<file path="src/sv/ctt_pkg.sv">
// ----------------------------------------------------------------------------
// ctt_pkg
// Types, character codes and classification helpers shared by the
// configuration text tokenizer.
// ----------------------------------------------------------------------------
package ctt_pkg;

  localparam int unsigned CharW     = 8;
  localparam int unsigned DepthOutW = 8;
  // Width the depth is sign-extended to before taking the reported low bits.
  localparam int unsigned DepthExtW = 16;

  localparam logic [CharW-1:0] ChLbrace  = 8'h7B;
  localparam logic [CharW-1:0] ChRbrace  = 8'h7D;
  localparam logic [CharW-1:0] ChSemi    = 8'h3B;
  localparam logic [CharW-1:0] ChColon   = 8'h3A;
  localparam logic [CharW-1:0] ChSquote  = 8'h27;
  localparam logic [CharW-1:0] ChDquote  = 8'h22;
  localparam logic [CharW-1:0] ChEqual   = 8'h3D;
  localparam logic [CharW-1:0] ChComma   = 8'h2C;
  localparam logic [CharW-1:0] ChHash    = 8'h23;
  localparam logic [CharW-1:0] ChNewline = 8'h0A;
  localparam logic [CharW-1:0] ChSpace   = 8'h20;
  localparam logic [CharW-1:0] ChTab     = 8'h09;
  localparam logic [CharW-1:0] ChCr      = 8'h0D;

  typedef enum logic {
    ACT_BYTE = 1'b0,
    ACT_END  = 1'b1
  } action_e;

  typedef enum logic [2:0] {
    MODE_IDLE    = 3'd0,
    MODE_PLAIN   = 3'd1,
    MODE_SQ      = 3'd2,
    MODE_DQ      = 3'd3,
    MODE_COMMENT = 3'd4
  } mode_e;

  typedef enum logic [3:0] {
    CLS_IGNORED = 4'd0,
    CLS_PLAIN   = 4'd1,
    CLS_QUOTED  = 4'd2,
    CLS_LBRACE  = 4'd3,
    CLS_RBRACE  = 4'd4,
    CLS_SEMI    = 4'd5,
    CLS_COLON   = 4'd6,
    CLS_EQUAL   = 4'd7,
    CLS_COMMA   = 4'd8,
    CLS_OQUOTE  = 4'd9,
    CLS_CQUOTE  = 4'd10
  } class_e;

  typedef enum logic [1:0] {
    ERR_NONE     = 2'd0,
    ERR_QUOTE    = 2'd1,
    ERR_BALANCE  = 2'd2,
    ERR_OVERFLOW = 2'd3
  } err_e;

  typedef struct packed {
    mode_e mode;
    err_e  err;
  } scan_state_t;

  typedef struct packed {
    logic [CharW-1:0]            char_out;
    class_e                      char_class;
    logic                        token_open;
    logic                        token_close;
    logic signed [DepthOutW-1:0] depth_now;
    err_e                        error_code;
    logic                        input_done;
  } result_t;

  function automatic logic is_blank(input logic [CharW-1:0] c);
    return (c == ChSpace) || ((c >= ChTab) && (c <= ChCr));
  endfunction

  // CLS_IGNORED when the byte is no punctuation token
  function automatic class_e punct_class(input logic [CharW-1:0] c);
    class_e r;
    case (c)
      ChLbrace: r = CLS_LBRACE;
      ChRbrace: r = CLS_RBRACE;
      ChSemi:   r = CLS_SEMI;
      ChColon:  r = CLS_COLON;
      ChEqual:  r = CLS_EQUAL;
      ChComma:  r = CLS_COMMA;
      default:  r = CLS_IGNORED;
    endcase
    return r;
  endfunction

  function automatic err_e keep_first(input err_e cur, input err_e code);
    return (cur == ERR_NONE) ? code : cur;
  endfunction

endpackage

</file>
<file path="src/sv/ctt_if.sv">
// ----------------------------------------------------------------------------
// ctt_in_if / ctt_out_if
// Valid/ready channels for text bytes in and classified results out.
// ----------------------------------------------------------------------------
interface ctt_in_if;
  logic       valid;
  logic       ready;
  logic       action;
  logic [7:0] char_in;

  modport source  (output valid, action, char_in, input ready);
  modport sink    (input valid, action, char_in, output ready);
  modport monitor (input valid, ready, action, char_in);
endinterface

interface ctt_out_if;
  logic              valid;
  logic              ready;
  logic [7:0]        char_out;
  logic [3:0]        char_class;
  logic              token_open;
  logic              token_close;
  logic signed [7:0] depth_now;
  logic [1:0]        error_code;
  logic              input_done;

  modport source  (output valid, char_out, char_class, token_open, token_close,
                   depth_now, error_code, input_done, input ready);
  modport sink    (input valid, char_out, char_class, token_open, token_close,
                   depth_now, error_code, input_done, output ready);
  modport monitor (input valid, ready, char_out, char_class, token_open, token_close,
                   depth_now, error_code, input_done);
endinterface

</file>
<file path="src/sv/ctt_scan.sv">
// ----------------------------------------------------------------------------
// ctt_scan
// Single-pass byte classifier: next scan state, brace depth, error latch and
// the result fields for one registered request.
// ----------------------------------------------------------------------------
module ctt_scan import ctt_pkg::*; #(
  parameter int unsigned DEPTH_BITS = 8
) (
  input  action_e                      action_i,
  input  logic [CharW-1:0]             char_i,
  input  scan_state_t                  state_i,
  input  logic signed [DEPTH_BITS-1:0] depth_i,
  output scan_state_t                  state_o,
  output logic signed [DEPTH_BITS-1:0] depth_o,
  output result_t                      res_o
);

  localparam logic signed [DEPTH_BITS-1:0] DepthMax = {1'b0, {(DEPTH_BITS-1){1'b1}}};
  localparam logic signed [DEPTH_BITS-1:0] DepthMin = {1'b1, {(DEPTH_BITS-1){1'b0}}};

  logic                        in_quote;
  logic                        in_plain;
  logic [CharW-1:0]            quote_ch;
  class_e                      pcls;
  mode_e                       mode_new;
  err_e                        err_new;
  logic signed [DEPTH_BITS-1:0] depth_new;
  logic signed [DepthExtW-1:0] depth_ext;

  assign in_quote = (state_i.mode == MODE_SQ) || (state_i.mode == MODE_DQ);
  assign in_plain = (state_i.mode == MODE_PLAIN);
  assign quote_ch = (state_i.mode == MODE_SQ) ? ChSquote : ChDquote;
  assign pcls     = punct_class(char_i);

  // Next state
  always_comb begin
    mode_new  = state_i.mode;
    err_new   = state_i.err;
    depth_new = depth_i;
    if (action_i == ACT_END) begin
      if (in_quote) begin
        err_new = keep_first(state_i.err, ERR_QUOTE);
      end else if (depth_i != '0) begin
        err_new = keep_first(state_i.err, ERR_BALANCE);
      end
    end else if (in_quote) begin
      if (char_i == ChNewline) begin
        err_new  = keep_first(state_i.err, ERR_QUOTE);
        mode_new = MODE_IDLE;
      end else if (char_i == quote_ch) begin
        mode_new = MODE_IDLE;
      end
    end else if (state_i.mode == MODE_COMMENT) begin
      if (char_i == ChNewline) begin
        mode_new = MODE_IDLE;
      end
    end else if (is_blank(char_i)) begin
      mode_new = MODE_IDLE;
    end else if (char_i == ChHash) begin
      mode_new = MODE_COMMENT;
    end else if (char_i == ChSquote) begin
      mode_new = MODE_SQ;
    end else if (char_i == ChDquote) begin
      mode_new = MODE_DQ;
    end else if (pcls != CLS_IGNORED) begin
      mode_new = MODE_IDLE;
      if (pcls == CLS_LBRACE) begin
        if (depth_i == DepthMax) begin
          err_new = keep_first(state_i.err, ERR_OVERFLOW);
        end else begin
          depth_new = depth_i + DEPTH_BITS'(1);
        end
      end else if (pcls == CLS_RBRACE) begin
        if (depth_i == DepthMin) begin
          err_new = keep_first(state_i.err, ERR_OVERFLOW);
        end else begin
          depth_new = depth_i - DEPTH_BITS'(1);
        end
      end
    end else begin
      mode_new = MODE_PLAIN;
    end
  end

  // End of input returns everything to its reset values
  always_comb begin
    if (action_i == ACT_END) begin
      state_o.mode = MODE_IDLE;
      state_o.err  = ERR_NONE;
      depth_o      = '0;
    end else begin
      state_o.mode = mode_new;
      state_o.err  = err_new;
      depth_o      = depth_new;
    end
  end

  assign depth_ext = DepthExtW'(depth_new);

  // Outputs
  always_comb begin
    res_o             = '0;
    res_o.char_out    = char_i;
    res_o.char_class  = CLS_IGNORED;
    res_o.depth_now   = depth_ext[DepthOutW-1:0];
    res_o.error_code  = err_new;
    if (action_i == ACT_END) begin
      res_o.char_out    = '0;
      res_o.input_done  = 1'b1;
      res_o.token_close = in_plain;
    end else if (in_quote) begin
      if (char_i == quote_ch) begin
        res_o.char_class  = CLS_CQUOTE;
        res_o.token_close = 1'b1;
      end else if (char_i != ChNewline) begin
        res_o.char_class  = CLS_QUOTED;
      end
    end else if (state_i.mode == MODE_COMMENT) begin
      res_o.char_class = CLS_IGNORED;
    end else if (is_blank(char_i) || (char_i == ChHash)) begin
      res_o.token_close = in_plain;
    end else if ((char_i == ChSquote) || (char_i == ChDquote)) begin
      res_o.token_close = in_plain;
      res_o.char_class  = CLS_OQUOTE;
      res_o.token_open  = 1'b1;
    end else if (pcls != CLS_IGNORED) begin
      res_o.token_close = in_plain;
      res_o.char_class  = pcls;
    end else begin
      res_o.char_class = CLS_PLAIN;
      res_o.token_open = !in_plain;
    end
  end

endmodule

</file>
<file path="src/sv/config_text_tokenizer_core.sv">
// ----------------------------------------------------------------------------
// config_text_tokenizer_core
// Streaming tokenizer for configuration text, one byte per cycle while not stalled.
// ----------------------------------------------------------------------------
// Usage:
//   in_req_i  : one request per text byte (action = 0) or an end-of-input
//               marker (action = 1, byte ignored). Newline ends a line.
//   out_res_o : exactly one result per request, in request order: byte,
//               class, token open/close flags, brace depth, latched error and
//               the end-of-input flag.
// Path: a request accepted into the input register passes through the
//   classifier logic into the result register, which drives out_res_o.
// Throughput: one request per cycle sustained while out_res_o.ready holds;
//   the only loop: scan state, depth and error registers, updated per byte.
// Stall: while a result waits on out_res_o.ready, the input register still
//   takes one more request; ready drops only when both registers are full.
// Reset: scan state idle, depth zero, no error, both registers empty. An
//   end-of-input request also returns the scan state to these values, so the
//   next text starts clean.
// ----------------------------------------------------------------------------
module config_text_tokenizer_core import ctt_pkg::*; #(
  parameter int unsigned DEPTH_BITS = 8
) (
  input  logic       clk_i,
  input  logic       rst_ni,
  ctt_in_if.sink     in_req_i,
  ctt_out_if.source  out_res_o
);

  logic                         s1_valid_q;
  action_e                      s1_action_q;
  logic [CharW-1:0]             s1_char_q;
  logic                         s1_move;
  logic                         out_valid_q;
  result_t                      res_q;
  result_t                      res_d;
  scan_state_t                  state_q;
  scan_state_t                  state_d;
  logic signed [DEPTH_BITS-1:0] depth_q;
  logic signed [DEPTH_BITS-1:0] depth_d;

  assign s1_move        = s1_valid_q && (!out_valid_q || out_res_o.ready);
  assign in_req_i.ready = !s1_valid_q || s1_move;

  always_ff @(posedge clk_i or negedge rst_ni) begin
    if (!rst_ni) begin
      s1_valid_q <= 1'b0;
    end else if (in_req_i.ready) begin
      s1_valid_q <= in_req_i.valid;
    end
  end

  always_ff @(posedge clk_i) begin
    if (in_req_i.ready && in_req_i.valid) begin
      s1_action_q <= action_e'(in_req_i.action);
      s1_char_q   <= in_req_i.char_in;
    end
  end

  ctt_scan #(
    .DEPTH_BITS(DEPTH_BITS)
  ) u_scan (
    .action_i(s1_action_q),
    .char_i  (s1_char_q),
    .state_i (state_q),
    .depth_i (depth_q),
    .state_o (state_d),
    .depth_o (depth_d),
    .res_o   (res_d)
  );

  always_ff @(posedge clk_i or negedge rst_ni) begin
    if (!rst_ni) begin
      state_q.mode <= MODE_IDLE;
      state_q.err  <= ERR_NONE;
      depth_q      <= '0;
      out_valid_q  <= 1'b0;
    end else begin
      if (s1_move) begin
        state_q     <= state_d;
        depth_q     <= depth_d;
        out_valid_q <= 1'b1;
      end else if (out_res_o.ready) begin
        out_valid_q <= 1'b0;
      end
    end
  end

  always_ff @(posedge clk_i) begin
    if (s1_move) begin
      res_q <= res_d;
    end
  end

  assign out_res_o.valid       = out_valid_q;
  assign out_res_o.char_out    = res_q.char_out;
  assign out_res_o.char_class  = res_q.char_class;
  assign out_res_o.token_open  = res_q.token_open;
  assign out_res_o.token_close = res_q.token_close;
  assign out_res_o.depth_now   = res_q.depth_now;
  assign out_res_o.error_code  = res_q.error_code;
  assign out_res_o.input_done  = res_q.input_done;

endmodule

</file>
<file path="src/flat_wrapper.sv">
// flat-port wrapper written by rule: the top's interface ports become plain ports
module config_text_tokenizer_core_flat import ctt_pkg::*;
#(
  parameter int unsigned DEPTH_BITS = 8
)
  (clk_i, rst_ni, in_req_i_valid, in_req_i_action, in_req_i_char_in, in_req_i_ready, out_res_o_valid, out_res_o_char_out, out_res_o_char_class, out_res_o_token_open, out_res_o_token_close, out_res_o_depth_now, out_res_o_error_code, out_res_o_input_done, out_res_o_ready);
  ctt_in_if in_req_i_i ();
  ctt_out_if out_res_o_i ();
  input  logic clk_i;
  input  logic rst_ni;
  input wire logic [$bits(in_req_i_i.valid)-1:0] in_req_i_valid;
  input wire logic [$bits(in_req_i_i.action)-1:0] in_req_i_action;
  input wire logic [$bits(in_req_i_i.char_in)-1:0] in_req_i_char_in;
  output wire logic [$bits(in_req_i_i.ready)-1:0] in_req_i_ready;
  output wire logic [$bits(out_res_o_i.valid)-1:0] out_res_o_valid;
  output wire logic [$bits(out_res_o_i.char_out)-1:0] out_res_o_char_out;
  output wire logic [$bits(out_res_o_i.char_class)-1:0] out_res_o_char_class;
  output wire logic [$bits(out_res_o_i.token_open)-1:0] out_res_o_token_open;
  output wire logic [$bits(out_res_o_i.token_close)-1:0] out_res_o_token_close;
  output wire logic [$bits(out_res_o_i.depth_now)-1:0] out_res_o_depth_now;
  output wire logic [$bits(out_res_o_i.error_code)-1:0] out_res_o_error_code;
  output wire logic [$bits(out_res_o_i.input_done)-1:0] out_res_o_input_done;
  input wire logic [$bits(out_res_o_i.ready)-1:0] out_res_o_ready;
  assign in_req_i_i.valid = in_req_i_valid;
  assign in_req_i_i.action = in_req_i_action;
  assign in_req_i_i.char_in = in_req_i_char_in;
  assign in_req_i_ready = in_req_i_i.ready;
  assign out_res_o_valid = out_res_o_i.valid;
  assign out_res_o_char_out = out_res_o_i.char_out;
  assign out_res_o_char_class = out_res_o_i.char_class;
  assign out_res_o_token_open = out_res_o_i.token_open;
  assign out_res_o_token_close = out_res_o_i.token_close;
  assign out_res_o_depth_now = out_res_o_i.depth_now;
  assign out_res_o_error_code = out_res_o_i.error_code;
  assign out_res_o_input_done = out_res_o_i.input_done;
  assign out_res_o_i.ready = out_res_o_ready;
  config_text_tokenizer_core #(.DEPTH_BITS(DEPTH_BITS)) u_core (.clk_i(clk_i), .rst_ni(rst_ni), .in_req_i(in_req_i_i), .out_res_o(out_res_o_i));
endmodule
</file>
<file path="config.mk">
export PLATFORM = sky130hd
export DESIGN_NAME = config_text_tokenizer_core_flat
export DESIGN_NICKNAME = d
export VERILOG_FILES = /design/src/sv/ctt_pkg.sv /design/src/sv/ctt_if.sv /design/src/sv/ctt_scan.sv /design/src/sv/config_text_tokenizer_core.sv /design/src/flat_wrapper.sv
export SDC_FILE = /design/constraint.sdc
export NUM_CORES = 1
export LEC_CHECK = 0
export BUFFER_PORTS_ARGS = -buffer_cell sky130_fd_sc_hd__clkbuf_2
export CAP_MARGIN = 5
export CORE_ASPECT_RATIO = 1.5
export CORE_MARGIN = 3
export CORE_UTILIZATION = 51
export DETAILED_ROUTE_END_ITERATION = 10
export PLACE_DENSITY = 0.72
export SLEW_MARGIN = 20
export SYNTH_ARGS = -nofsm -noshare
export SYNTH_HDL_FRONTEND = slang
export SYNTH_SLANG_ARGS = --single-unit
</file>
<file path="constraint.sdc">
create_clock -name clk_i -period 2.2 [get_ports clk_i]
set_input_delay 0.11 -clock clk_i [delete_from_list [all_inputs] [get_ports clk_i]]
set_output_delay 0.11 -clock clk_i [all_outputs]
set_load 0.01 [all_outputs]
</file>
==> impl_results.md <==
- Final instance area: roughly 0.0037 mm^2
- Final hold slack: 82.7 ps
- Pre-CTS setup slack: -63.9 ps
- Total gr overflow: 0
- CP cell instances: buf_4, or3_1, nand4_1, and3_4, nand2b_4, o31ai_2, nand2_1
- DR top layer: met4
- Insertion delay to the later sink of the worst-skew pair: around 300 ps
- Post-layout minimum cycle time: around 2200 ps
- Worst r2r dst: u_core.out_res_o.depth_now[3]$_DFFE_PP_
- Pwr dens: a little over 600 mW/mm^2
- DP Area: 0.00329 mm^2
- Core Region: 0.00520 mm^2
- Top-count cell post-synth: edfxtp_1
- Layout Area Growth over Synthesis: 32.3%
- FF-to-FF setup slack: -7 ps
- Run status: finished with violations
- Most frequent cells after synthesis: 34 x edfxtp_1, 25 x nand2_1, 24 x nor2_1
- Hold Fails Final Rpt: 0
- Via count: 2,552
- Main area contributors after synthesis: edfxtp_1 37%, dfrtp_1 14%, nand2_1 3.4%
- ANT nets after route: 0
- Avg Inst Size Synth: slightly above 10 um^2
- Post-Syn Nets: 287
- Worst-path clk slew: 90 ps
- Core Util, Final: 0.703
- Critical path's largest stage delay: around 460 ps
- Synth cell types: 66
- CTS tree: built
- Fmax: 453 MHz
- Top delay family on crit path: simple AND/OR/NAND/NOR gates
- Crit-path slowest cell: edfxtp_1
- Clk_skew: about 6.3 ps
- 1st-iter DRT viols: 165
- CP Launch Type: flip-flop
- Die Ht: 96.2 um
- Setup crit end: u_core.out_res_o.depth_now[3]$_DFFE_PP_
- Worst Setup Slack, final: -7.02 ps
- Post-synthesis register bit count: approximately 50
- First-pass GRT wire length: approximately 12 mm
- Initial Util: 0.531
- Post-synthesis compound-gate area fraction: 0.172
- Number of fill cells: 418
- Register Area: between 0.001 and 0.0015 mm^2
- Die span in x: between 60 and 70 um
- Wl on met1: ~2.8 mm
- Post-synthesis xor/xnor area fraction: 0.00950
- Synth Area in Simple Gates: 0.251
- Post-route insts no fill: 434
- Number of global-route vias before repair: approximately 2,500
- Hold_sp: out_res_o_ready
- Overall routed net length: just under 8 mm
- Total power draw: roughly 2.2 mW
- Sum of negative setup slack: -11.8 ps
- Worst reg2reg startpoint: u_core.s1_char_q[2]$_DFFE_PP_
- CTS Sinks: 49
- Top FF cell, synth: edfxtp_1
- Worst hold path class: in -> reg
- Failing checks: setup timing
- DRC: 0
- Asr flop ratio synth: 0.306
- Area of the die: roughly 0.0064 mm^2
- Worst-Margin Slew: approximately 600 ps
- Drt first pass iters: 5
- Syn Std Cell Area: approximately 0.0028 mm^2
- Via density: 5.88
- Area share of the largest cell type after synthesis: 0.369
- Syn Inst Count: approximately 270
- Max Slew Vio Count: 0
- Peak VDD IR: 468 uV
- Tcrit/Tclk final: 1.00
- Num CTS Buffers: 5
- Std-Cell Rows: 32
- Post-synthesis sequential area ratio: 0.505
- Final setup viols: 3
- Post-synthesis mux area share: 0.0118
- R2R cell count: 7
- Critical Path RT: between 2000 and 2500 ps
- GPL Wtd Cong: about 1
- Setup CP Type: reg -> reg
- Crit end category: flip-flop
- Worst relative slew slack: 0.594
- P_leak: 1.52 nW
- Number of buffer and inverter stages on the critical path: 1
- Clk buf depth: 2
- Largest net degree at the start of global routing: 19
- IO buf count: 39
- Largest family of logic cells by synthesized area: simple AND/OR/NAND/NOR gates
- Synth area leader: edfxtp_1
- WP data arrival: between 2000 and 2500 ps
- Total Routing Usage GR: 0.256
- Number of diodes: 0
- Multi-input gate area in the final layout: 0.00137 mm^2
- Adder-cell area share of the yosys netlist: 0.0136
- Root Buffer: clkbuf_8
- Worst setup startpoint: u_core.s1_char_q[2]$_DFFE_PP_
- Critical Path Stages: 7
- Yosys synthesis warning count: 0
- Final nets: 381
- H-tree Lvls: 2
- Placed Cells: approximately 410
- Worst Path Max Fanout: 10
- Max Cap Viol: 0
- RSZ-0062 raised after global routing: true
- WL/cell: 17.8 um
- EDFF count, synth: 34
- Routed wl met2: ~4.4 mm
- Share of post-route cells with drive strength above 1: 0.342
- Met3 wire length: 283 um
- Initial antenna violation count: 0
- Detailed Place HPWL: 5.63 mm
- Hold Path Stages: 3
- Num ports: 40
worst min-delay path, delay by kind of cell:
kind	cells	cell delay (ps)
buf+inv	1	80
simple gates	2	160
cell type report:
class / count / share of cell area
Clock inverter: 1 / 0.00205
Timing Repair Buffer: 101 / 0.188
Multi-Input combinational cell: 198 / 0.374
Sequential cell: 49 / 0.381
Inverter: 10 / 0.0103
Clock buffer: 7 / 0.0208
Tap cell: 68 / 0.0232
cells in the final DEF (no fill, tap or decap), types with 4 or more instances in the layout:
cell           Yosys  final
nand3_1            7      4
a22o_1             4      4
inv_1              9      9
clkbuf_8           0      5
nand2_1           25     25
edfxtp_1          34     34
nor3_1             6      5
a21o_1             4      4
o2bb2ai_1          4      4
o31ai_1            5      4
nand4_1            5      5
buf_4              1     51
dfrtp_1           15     15
o21ai_1            1      4
nand4b_1           5      5
nor2b_1            9      9
nor2_1            24     23
o21ai_0           15     12
clkbuf_2           0     39
a21oi_1            9      8
nand2b_1           8      8
dlygate4sd3_1      0     11
power by group:
part	internal, mW	switching, mW
clock network	0.225	0.296
registers	1.08	0.0506
logic	0.267	0.303
worst min path at each step:
| stage | to | slack [ps] |
|---|---|---|
| floorplan | u_core.depth_q[0]$_DFFE_PN0P_ | -190 |
| global placement | u_core.depth_q[0]$_DFFE_PN0P_ | 70 |
| detailed placement | u_core.depth_q[0]$_DFFE_PN0P_ | 90 |
| CTS | u_core.out_res_o.valid$_DFFE_PN0P_ | 80 |
| global route | u_core.out_res_o.valid$_DFFE_PN0P_ | 130 |
| finish | u_core.out_res_o.valid$_DFFE_PN0P_ | 80 |
layer usage:
metal / global-route usage / up-vias
met2: 0.480 / 92
met4: 0.117 / 0
met5: 0 / -
li1: - / 1209
met1: 0.277 / 1233
met3: 0.0374 / 18
state kept, by name, indices dropped and copies added, names as in the netlist:
name                          cells
u_core.s1_action_q                1
u_core.out_res_o.char_class       4
u_core.depth_q                    8
u_core.out_res_o.error_code       2
u_core.out_res_o.token_open       1
u_core.out_res_o.token_close      1
u_core.out_res_o.depth_now        8
u_core.out_res_o.char_out         8
u_core.out_res_o.valid            1
u_core.out_res_o.input_done       1
u_core.s1_valid_q                 1
u_core.state_q                    5
u_core.s1_char_q                  8
kinds of logic after synthesis:
kind of cell             after synthesis
buffers and inverters                 24
XOR/XNOR                               3
AO/OA/AOI/OAI                         67
AND/OR/NAND/NOR                      122
adder cells (fa/ha/maj)                3
flip-flops                            49
multiplexers                           3
timing repair:
item / in CTS / in global routing
pin swaps: 0 / 3
gates resized for setup: 4 / 19
buffers inserted: 4 / 6
setup endpoints to repair: 11 / 20
hold buffers: 11 / 0
hold endpoints to repair: 25 / 0
cloned: 0 / 0
Note: power is estimated with default switching activity, not from simulation.
